===== src/design/soc_pkg.sv =====
// Package for the substring occurrence counter: request and result payload
// types, cell control struct, operation codes and register map constants.
// No dependencies.
package soc_pkg;

  localparam int unsigned LEN_W   = 7;
  localparam int unsigned COUNT_W = 16;
  localparam int unsigned INDEX_W = 6;
  localparam int unsigned PADDR_W = 3;
  localparam int unsigned PDATA_W = 32;

  localparam logic [LEN_W-1:0] LEN_RESET = 7'd1;

  // Operation codes carried in a request.
  localparam logic OP_LOAD = 1'b0;
  localparam logic OP_TEXT = 1'b1;

  // Register index, taken from paddr bit 2.
  localparam logic REG_PATTERN_LENGTH = 1'b0;

  typedef struct packed {
    logic               operation;
    logic [INDEX_W-1:0] pattern_index;
    logic [7:0]         data_byte;
    logic               end_of_text;
  } req_t;

  typedef struct packed {
    logic               match_here;
    logic [COUNT_W-1:0] match_count;
    logic               final_res;
  } res_t;

  // Control broadcast from the top level to every cell of the chain.
  typedef struct packed {
    logic       shift;
    logic       clear;
    logic       rot_up;
    logic       rot_dn;
    logic [7:0] data_byte;
  } cell_ctl_t;

endpackage


===== src/design/soc_cfg.sv =====
// APB-style configuration register block holding pattern_length.
// Depends on soc_pkg.
module soc_cfg (
  input  logic                         clk_i,
  input  logic                         rst_ni,
  input  logic                         psel,
  input  logic                         penable,
  input  logic                         pwrite,
  input  logic [soc_pkg::PADDR_W-1:0]  paddr,
  input  logic [soc_pkg::PDATA_W-1:0]  pwdata,
  output logic [soc_pkg::PDATA_W-1:0]  prdata,
  output logic                         pready,
  output logic [soc_pkg::LEN_W-1:0]    len_o
);

  logic [soc_pkg::LEN_W-1:0] len_q, len_d;
  logic                      sel_len;

  assign pready  = 1'b1;
  assign sel_len = (paddr[2] == soc_pkg::REG_PATTERN_LENGTH);

  always_comb begin
    len_d = len_q;
    if (psel && penable && pwrite && pready && sel_len) begin
      len_d = pwdata[soc_pkg::LEN_W-1:0];
    end
  end

  always_ff @(posedge clk_i or negedge rst_ni) begin
    if (!rst_ni) begin
      len_q <= soc_pkg::LEN_RESET;
    end else begin
      len_q <= len_d;
    end
  end

  assign prdata = sel_len ? soc_pkg::PDATA_W'(len_q) : '0;
  assign len_o  = len_q;

endmodule


===== src/design/soc_cell.sv =====
// One cell of the matching chain: a history byte with its valid bit and one
// pattern byte, both handed to neighbors. Depends on soc_pkg.
module soc_cell #(
  parameter int unsigned IDX = 0,
  parameter int unsigned LW  = 7
) (
  input  logic                  clk_i,
  input  logic                  rst_ni,
  input  soc_pkg::cell_ctl_t    ctl_i,
  input  logic                  load_i,
  input  logic [7:0]            hist_i,
  input  logic                  valid_i,
  input  logic [7:0]            pat_lo_i,
  input  logic [7:0]            pat_hi_i,
  input  logic [LW-1:0]         len_i,
  output logic [7:0]            hist_o,
  output logic                  valid_o,
  output logic [7:0]            pat_o,
  output logic                  ok_o
);

  localparam logic [LW-1:0] IDX_W = LW'(IDX);

  logic [7:0] hist_q, hist_d;
  logic [7:0] pat_q, pat_d;
  logic       valid_q, valid_d;

  always_comb begin
    hist_d  = hist_q;
    valid_d = valid_q;
    pat_d   = pat_q;
    if (ctl_i.clear) begin
      valid_d = 1'b0;
    end else if (ctl_i.shift) begin
      hist_d  = hist_i;
      valid_d = valid_i;
    end
    priority if (load_i) begin
      pat_d = ctl_i.data_byte;
    end else if (ctl_i.rot_up) begin
      pat_d = pat_lo_i;
    end else if (ctl_i.rot_dn) begin
      pat_d = pat_hi_i;
    end else begin
      pat_d = pat_q;
    end
  end

  always_ff @(posedge clk_i or negedge rst_ni) begin
    if (!rst_ni) begin
      valid_q <= 1'b0;
    end else begin
      valid_q <= valid_d;
    end
  end

  always_ff @(posedge clk_i) begin
    hist_q <= hist_d;
    pat_q  <= pat_d;
  end

  // Positions outside the active pattern window always agree.
  assign ok_o    = (IDX_W >= len_i) || (valid_q && (hist_q == pat_q));
  assign hist_o  = hist_q;
  assign valid_o = valid_q;
  assign pat_o   = pat_q;

endmodule


===== src/design/substring_occurrence_counter_top.sv =====
// A text request is shifted into the history when accepted, then compared in all
// cells; its result is registered once the output register is free. No new request
// is taken while a judgment is pending; a pattern load gives no result.
// After a pattern_length write the pattern row rotates one cell per cycle, with
// requests stalled, up to the new length. Reset (rst_ni low, asynchronous)
// clears history, count and result; pattern bytes stay undefined until loaded.
module substring_occurrence_counter_top #(
  parameter int unsigned PATTERN_MAX = 64
) (
  input  logic                         clk_i,
  input  logic                         rst_ni,
  input  logic                         in_valid_i,
  output logic                         in_stall_o,
  input  soc_pkg::req_t                in_req_i,
  output logic                         out_valid_o,
  input  logic                         out_stall_i,
  output soc_pkg::res_t                out_res_o,
  input  logic                         psel,
  input  logic                         penable,
  input  logic                         pwrite,
  input  logic [soc_pkg::PADDR_W-1:0]  paddr,
  input  logic [soc_pkg::PDATA_W-1:0]  pwdata,
  output logic [soc_pkg::PDATA_W-1:0]  prdata,
  output logic                         pready
);

  // LW holds a length 0..PATTERN_MAX. EW is wide enough to compare it with the
  // 7-bit register, SW to form a cell index sum without wrapping.
  localparam int unsigned LW  = $clog2(PATTERN_MAX + 1);
  localparam int unsigned EW  = (LW > soc_pkg::LEN_W) ? LW : soc_pkg::LEN_W;
  localparam int unsigned SW0 = LW + 2;
  localparam int unsigned SW  = (SW0 > soc_pkg::INDEX_W + 1) ? SW0 : soc_pkg::INDEX_W + 1;

  // Configuration register.
  logic [soc_pkg::LEN_W-1:0] cfg_len;

  soc_cfg u_cfg (
    .clk_i   (clk_i),
    .rst_ni  (rst_ni),
    .psel    (psel),
    .penable (penable),
    .pwrite  (pwrite),
    .paddr   (paddr),
    .pwdata  (pwdata),
    .prdata  (prdata),
    .pready  (pready),
    .len_o   (cfg_len)
  );

  // The effective length is the register clamped to the chain length.
  logic [EW-1:0] len_ext;
  logic [LW-1:0] len_tgt;

  assign len_ext = EW'(cfg_len);
  assign len_tgt = (len_ext > EW'(PATTERN_MAX)) ? LW'(PATTERN_MAX) : LW'(len_ext);

  // Cell j holds pattern byte (len_cur - 1 - j) mod PATTERN_MAX, so that it
  // lines up with history byte j. When the length changes, the pattern row
  // rotates one position per cycle until len_cur reaches the new length.
  logic [LW-1:0] len_cur_q, len_cur_d;
  logic          align_busy;
  logic          rot_up, rot_dn;

  assign align_busy = (len_cur_q != len_tgt);
  assign rot_up     = align_busy && (len_cur_q < len_tgt);
  assign rot_dn     = align_busy && !rot_up;

  always_comb begin
    len_cur_d = len_cur_q;
    if (rot_up) begin
      len_cur_d = len_cur_q + LW'(1);
    end else if (rot_dn) begin
      len_cur_d = len_cur_q - LW'(1);
    end
  end

  // Request handshake. A text request is shifted into the history at the
  // accepting edge and judged once the result register is free; no new request is
  // taken while that judgment is pending.
  logic eval_q, eval_d;
  logic last_q, last_d;
  logic in_acc, text_acc, load_acc;
  logic eval_done;

  assign in_stall_o = align_busy || eval_q;
  assign in_acc     = in_valid_i && !in_stall_o;
  assign text_acc   = in_acc && (in_req_i.operation == soc_pkg::OP_TEXT);
  assign load_acc   = in_acc && (in_req_i.operation == soc_pkg::OP_LOAD) &&
                      (SW'(in_req_i.pattern_index) < SW'(PATTERN_MAX));

  logic          out_valid_q, out_valid_d;
  soc_pkg::res_t out_res_q, out_res_d;

  assign eval_done = eval_q && !align_busy && (!out_valid_q || !out_stall_i);

  // A load of pattern index i goes to cell (len_cur - 1 - i) mod PATTERN_MAX.
  logic [SW-1:0] load_sum, load_cell;

  assign load_sum  = SW'(len_cur_q) + SW'(PATTERN_MAX) - SW'(1) -
                     SW'(in_req_i.pattern_index);
  assign load_cell = (load_sum >= SW'(PATTERN_MAX)) ? (load_sum - SW'(PATTERN_MAX))
                                                    : load_sum;

  soc_pkg::cell_ctl_t cell_ctl;

  assign cell_ctl.shift     = text_acc;
  assign cell_ctl.clear     = eval_done && last_q;
  assign cell_ctl.rot_up    = rot_up;
  assign cell_ctl.rot_dn    = rot_dn;
  assign cell_ctl.data_byte = in_req_i.data_byte;

  // The chain: history flows from cell 0 upward, the pattern row wraps.
  logic [7:0]             hist_w [PATTERN_MAX];
  logic [7:0]             pat_w  [PATTERN_MAX];
  logic [PATTERN_MAX-1:0] valid_w;
  logic [PATTERN_MAX-1:0] ok_w;

  for (genvar j = 0; j < PATTERN_MAX; j++) begin : g_cell
    localparam int unsigned LO = (j == 0) ? PATTERN_MAX - 1 : j - 1;
    localparam int unsigned HI = (j == PATTERN_MAX - 1) ? 0 : j + 1;

    logic [7:0] hist_in;
    logic       valid_in;
    logic       load_sel;

    if (j == 0) begin : g_head
      assign hist_in  = in_req_i.data_byte;
      assign valid_in = 1'b1;
    end else begin : g_body
      assign hist_in  = hist_w[j-1];
      assign valid_in = valid_w[j-1];
    end

    assign load_sel = load_acc && (load_cell == SW'(j));

    soc_cell #(
      .IDX (j),
      .LW  (LW)
    ) u_cell (
      .clk_i    (clk_i),
      .rst_ni   (rst_ni),
      .ctl_i    (cell_ctl),
      .load_i   (load_sel),
      .hist_i   (hist_in),
      .valid_i  (valid_in),
      .pat_lo_i (pat_w[LO]),
      .pat_hi_i (pat_w[HI]),
      .len_i    (len_cur_q),
      .hist_o   (hist_w[j]),
      .valid_o  (valid_w[j]),
      .pat_o    (pat_w[j]),
      .ok_o     (ok_w[j])
    );
  end

  // A match needs a nonzero length and every cell in the window to agree;
  // the valid bits make sure enough bytes of this text have arrived.
  logic                        hit;
  logic [soc_pkg::COUNT_W-1:0] count_q, count_d, count_next;

  assign hit        = (len_cur_q != '0) && (&ok_w);
  assign count_next = (hit && (count_q != '1)) ? (count_q + soc_pkg::COUNT_W'(1))
                                               : count_q;

  always_comb begin
    eval_d      = eval_q;
    last_d      = last_q;
    count_d     = count_q;
    out_valid_d = out_valid_q;
    out_res_d   = out_res_q;
    if (out_valid_q && !out_stall_i) begin
      out_valid_d = 1'b0;
    end
    if (eval_done) begin
      eval_d                = 1'b0;
      out_valid_d           = 1'b1;
      out_res_d.match_here  = hit;
      out_res_d.match_count = count_next;
      out_res_d.final_res   = last_q;
      count_d               = last_q ? '0 : count_next;
    end
    if (text_acc) begin
      eval_d = 1'b1;
      last_d = in_req_i.end_of_text;
    end
  end

  always_ff @(posedge clk_i or negedge rst_ni) begin
    if (!rst_ni) begin
      len_cur_q   <= LW'(soc_pkg::LEN_RESET);
      eval_q      <= 1'b0;
      last_q      <= 1'b0;
      count_q     <= '0;
      out_valid_q <= 1'b0;
    end else begin
      len_cur_q   <= len_cur_d;
      eval_q      <= eval_d;
      last_q      <= last_d;
      count_q     <= count_d;
      out_valid_q <= out_valid_d;
    end
  end

  always_ff @(posedge clk_i) begin
    out_res_q <= out_res_d;
  end

  assign out_valid_o = out_valid_q;
  assign out_res_o   = out_res_q;

`ifndef SYNTHESIS
  // An accepted text request always has its judgment pending in the next cycle.
  a_text_evaluates: assert property (@(posedge clk_i) disable iff (!rst_ni)
    text_acc |=> eval_q)
    else $error("accepted text request did not start evaluation");

  // A held result keeps its payload until taken.
  a_out_hold: assert property (@(posedge clk_i) disable iff (!rst_ni)
    out_valid_o && out_stall_i |=> out_valid_o && $stable(out_res_o))
    else $error("stalled result changed");

  // The last byte of a text restarts the running count.
  a_final_clears: assert property (@(posedge clk_i) disable iff (!rst_ni)
    eval_done && last_q |=> count_q == '0)
    else $error("count not restarted after end of text");

  // While the pattern row is being realigned, no request is taken.
  a_align_stalls: assert property (@(posedge clk_i) disable iff (!rst_ni)
    align_busy |-> !in_acc && !eval_done)
    else $error("request handled during pattern realignment");
`endif

endmodule


===== config.mk =====
export PLATFORM = sky130hd
export DESIGN_NAME = substring_occurrence_counter_top
export DESIGN_NICKNAME = d
export VERILOG_FILES = /design/src/design/soc_pkg.sv /design/src/design/soc_cfg.sv /design/src/design/soc_cell.sv /design/src/design/substring_occurrence_counter_top.sv
export SDC_FILE = /design/constraint.sdc
export NUM_CORES = 2
export LEC_CHECK = 0
export BUFFER_PORTS_ARGS = -buffer_cell sky130_fd_sc_hd__buf_2
export CAP_MARGIN = 20
export CELL_PAD_IN_SITES_DETAIL_PLACEMENT = 0
export CELL_PAD_IN_SITES_GLOBAL_PLACEMENT = 1
export CORE_ASPECT_RATIO = 0.7
export CORE_MARGIN = 3
export CORE_UTILIZATION = 57
export CTS_CLUSTER_SIZE = 24
export DETAILED_ROUTE_END_ITERATION = 10
export GPL_TIMING_DRIVEN = 0
export PLACE_DENSITY = 0.95
export SLEW_MARGIN = 20
export SYNTH_ARGS = -nofsm -noshare
export SYNTH_HDL_FRONTEND = slang
export SYNTH_HIERARCHICAL = 1
export SYNTH_SLANG_ARGS = --single-unit

===== constraint.sdc =====
create_clock -name clk_i -period 14.3 [get_ports clk_i]
set_clock_uncertainty 0.1 [all_clocks]
set_input_delay 2.145 -clock clk_i [delete_from_list [all_inputs] [get_ports clk_i]]
set_output_delay 2.145 -clock clk_i [all_outputs]
set_load 0.05 [all_outputs]

==> impl_metrics.yaml <==
run_status:
  status: "completed"
synth:
  netlist_top_cells_area: "edfxtp_1, mux2i_1, o21ai_0"
  yosysTopAreaCellShare_pct: 56.3
  ys_ff_latch: 1139
  yosys_warnings: 6
  yosysMostFrequentCell: "edfxtp_1"
  synthTopCellsByCount: "edfxtp_1, nand2_1, mux2i_1"
  async_reset_ff_share_pct: 8.52
  synth-seq-area-share_pct: 60.6
  synthesis.area_um2: 55600
  ys.flop_type: "edfxtp_1"
  syn_avg_cell_area_um2: 12.8
  ys_types: 85
  synth-edff-count: 1042
  yosysTopAreaCell: "edfxtp_1"
  netlist_instances: 4360
timing:
  fin_crit_ps: 6550
  post-route-period-util_pct: 45.8
  hold_viol: 0
  tightest_slew_ps: 1240
  rsz0062_at_grt: "no"
  setup_violations: 0
  relSlewSlack_pct: 17.0
  finalSetupTns_ps: 0
  max_freq_mhz: 153
  setup_ws_ps: 7750
  maxSlewViolCount: 0
route:
  drt_iter0_markers: 5729
  dr.pass1.iters: 8
  via_per_inst: 6.49
  wl_um: 161000
  drtAntennaViolNets: 0
  drc: 0
  vias: 38800
  wl_per_cell_um: 26.9
power:
  ir_drop_uv: 300
  power-per-cell-area_nw_per_um2: 257
  power_leakage_nw: 22.1
floorplan:
  core_area_um2: 96400
  start_util_pct: 57.7
  die_width_um: 379
  dieArea_um2: 101000
  die_h_um: 267
  num_io_pins: 111
  num_rows: 95
clocking:
  clockBufferDepth: 3
  post_cts_buffers: 0
  clock-sinks: 1139
  cts_tree: "done"
  cts.clk_slew.worst_paths_ps: 60
  cts-htree-levels: 3
  cts_hold_buf: 0
  cts_buffers: 101
  clk_latency_ps: 720
  root_buffer: "clkbuf_16"
  ctsResizeCount: 0
placement:
  post-place-ws_ps: 7090
  io_buffers: 57
  gp_congestion: 0.908
  dpl.hpwl_um: 112000
global_route:
  grt_pass1_wl_um: 237000
  antenna_found_initial: 6
  grt_start_max_net_pins: 65
  grt_pass1_vias: 36600
  overflow: 0
  grt.total_usage_pct: 31.3
cells_and_area:
  area_delta_synth_final_pct: 11.5
  drive_above_1_share_pct: 10.8
  fin_nets: 4669
  final_core_util_pct: 64.3
setup_path:
  arrival_ps: 6830
  crit_fanout: 10
  start_kind: "input port"
  cp-end-kind: "flip-flop"
  crit_required_ps: 14580
  crit_type: "in2reg"
  crit_start: "in_req_i[10]"
  worst_r2r_startpoint: "len_cur_q[1]"
min_path:
  hp-class: "reg2reg"
  min_from: "g_cell[16].u_cell/hist_o[4]"
run:
  drv_cap: 0
sequential cells by signal, indices dropped and copies added (netlist names):
name / cells
count_q: 16
eval_q: 1
out_res_o: 18
u_cfg/len_o: 7
last_q: 1
g_cell.u_cell/hist_o: 512
g_cell.u_cell/valid_o: 64
g_cell.u_cell/pat_o: 512
out_valid_o: 1
len_cur_q: 7
cell families (layout without fill, tap and decap cells):
kind of cell | count (synthesis) | after routing | synth area share, %
flip-flops | 1139 | 1139 | 60.6
buffers and inverters | 200 | 487 | 2.22
adder cells (fa/ha/maj) | 29 | 29 | 0.680
other | 3 | 29 | 0.0203
multiplexers | 586 | 586 | 10.6
AO/OA/AOI/OAI | 712 | 712 | 7.61
XOR/XNOR | 539 | 539 | 8.50
AND/OR/NAND/NOR | 1152 | 1152 | 9.75
layout by cell type, fill, tap and decap left out, types with 24 or more instances in the layout:
master / Yosys / routed
edfxtp_1: 1042 / 1042
nand2_1: 597 / 597
mux2i_1: 578 / 578
o21ai_0: 519 / 519
xor2_1: 276 / 276
xnor2_1: 262 / 262
buf_2: 70 / 118
clkbuf_16: 0 / 104
nor2_1: 99 / 97
nor3_1: 109 / 92
dfrtp_1: 95 / 89
buf_4: 60 / 76
nor2b_1: 71 / 71
or3_1: 69 / 69
nand4_1: 53 / 53
nor4_1: 57 / 45
clkbuf_1: 21 / 42
nand3_1: 39 / 39
a41o_1: 29 / 29
ha_1: 27 / 27
clkinv_2: 0 / 27
conb_1: 3 / 27
buf_6: 23 / 26
a21oi_1: 24 / 24
final cells by class:
type | instances | area, um^2
Fill cell | 6963 | 34400
Clock buffer | 126 | 2700
Timing Repair Buffer | 95 | 1060
Multi-Input combinational cell | 3045 | 20900
Tap cell | 1309 | 1640
Clock inverter | 66 | 688
Inverter | 24 | 95.1
Sequential cell | 1139 | 33700
Antenna cell | 2 | 5.00
Buffer | 176 | 1150
stage by stage:
stage / hold slack (ps) / cell area, um^2 / cells / total power, mW
6_report: 363 / 62000 / 5982 / 15.9
5_1_grt: 372 / 62000 / 5981 / 16.6
4_1_cts: 361 / 61900 / 5979 / 15.7
3_5_place_dp: 355 / 58500 / 5787 / 12.8
3_3_place_gp: 355 / 57600 / 5750 / 12.5
2_1_floorplan: 347 / 55700 / 4384 / 10.7
metal layers:
metal  GRT usage, %  share of wire [%]
met1           47.5                 41
met2           42.5                 40
met3           11.4                 16
met4           8.14                2.4
met5              0              0.017
final timing paths:
kind	end	slack [ps]	cells after the start
worst max-delay path	g_cell[43].u_cell/pat_o[2]	7750	17
worst min-delay path	g_cell[17].u_cell/hist_o[4]	360	0
worst max register to register	g_cell[43].u_cell/pat_o[2]	8500	16
worst min register to register	g_cell[17].u_cell/hist_o[4]	360	0
max in group asynchronous	u_cfg/len_o[0]	12100	2
min in group asynchronous	g_cell[42].u_cell/valid_o	1250	1
where the power goes:
part           internal [mW]  leakage [nW]  switching, mW
Clock                   1.59          1.67           1.25
Combinational           2.63          9.52           3.67
Sequential              5.39          10.9           1.40
Total                   9.61          22.1           6.33
critical path, stage by stage:
cell and delay [ps]:
buf_2 120, inv_1 50, ha_1 290, ha_1 220, fa_1 470, a21o_1 190
a21oi_2 230, nor2_1 70, o21a_1 170, nor2_1 140, ha_1 250, nor3b_1 270
a22oi_1 160, clkbuf_1 310, buf_2 300, nor3_1 1010, or3_1 440
No activity file was read; power rests on OpenSTA's default activity.
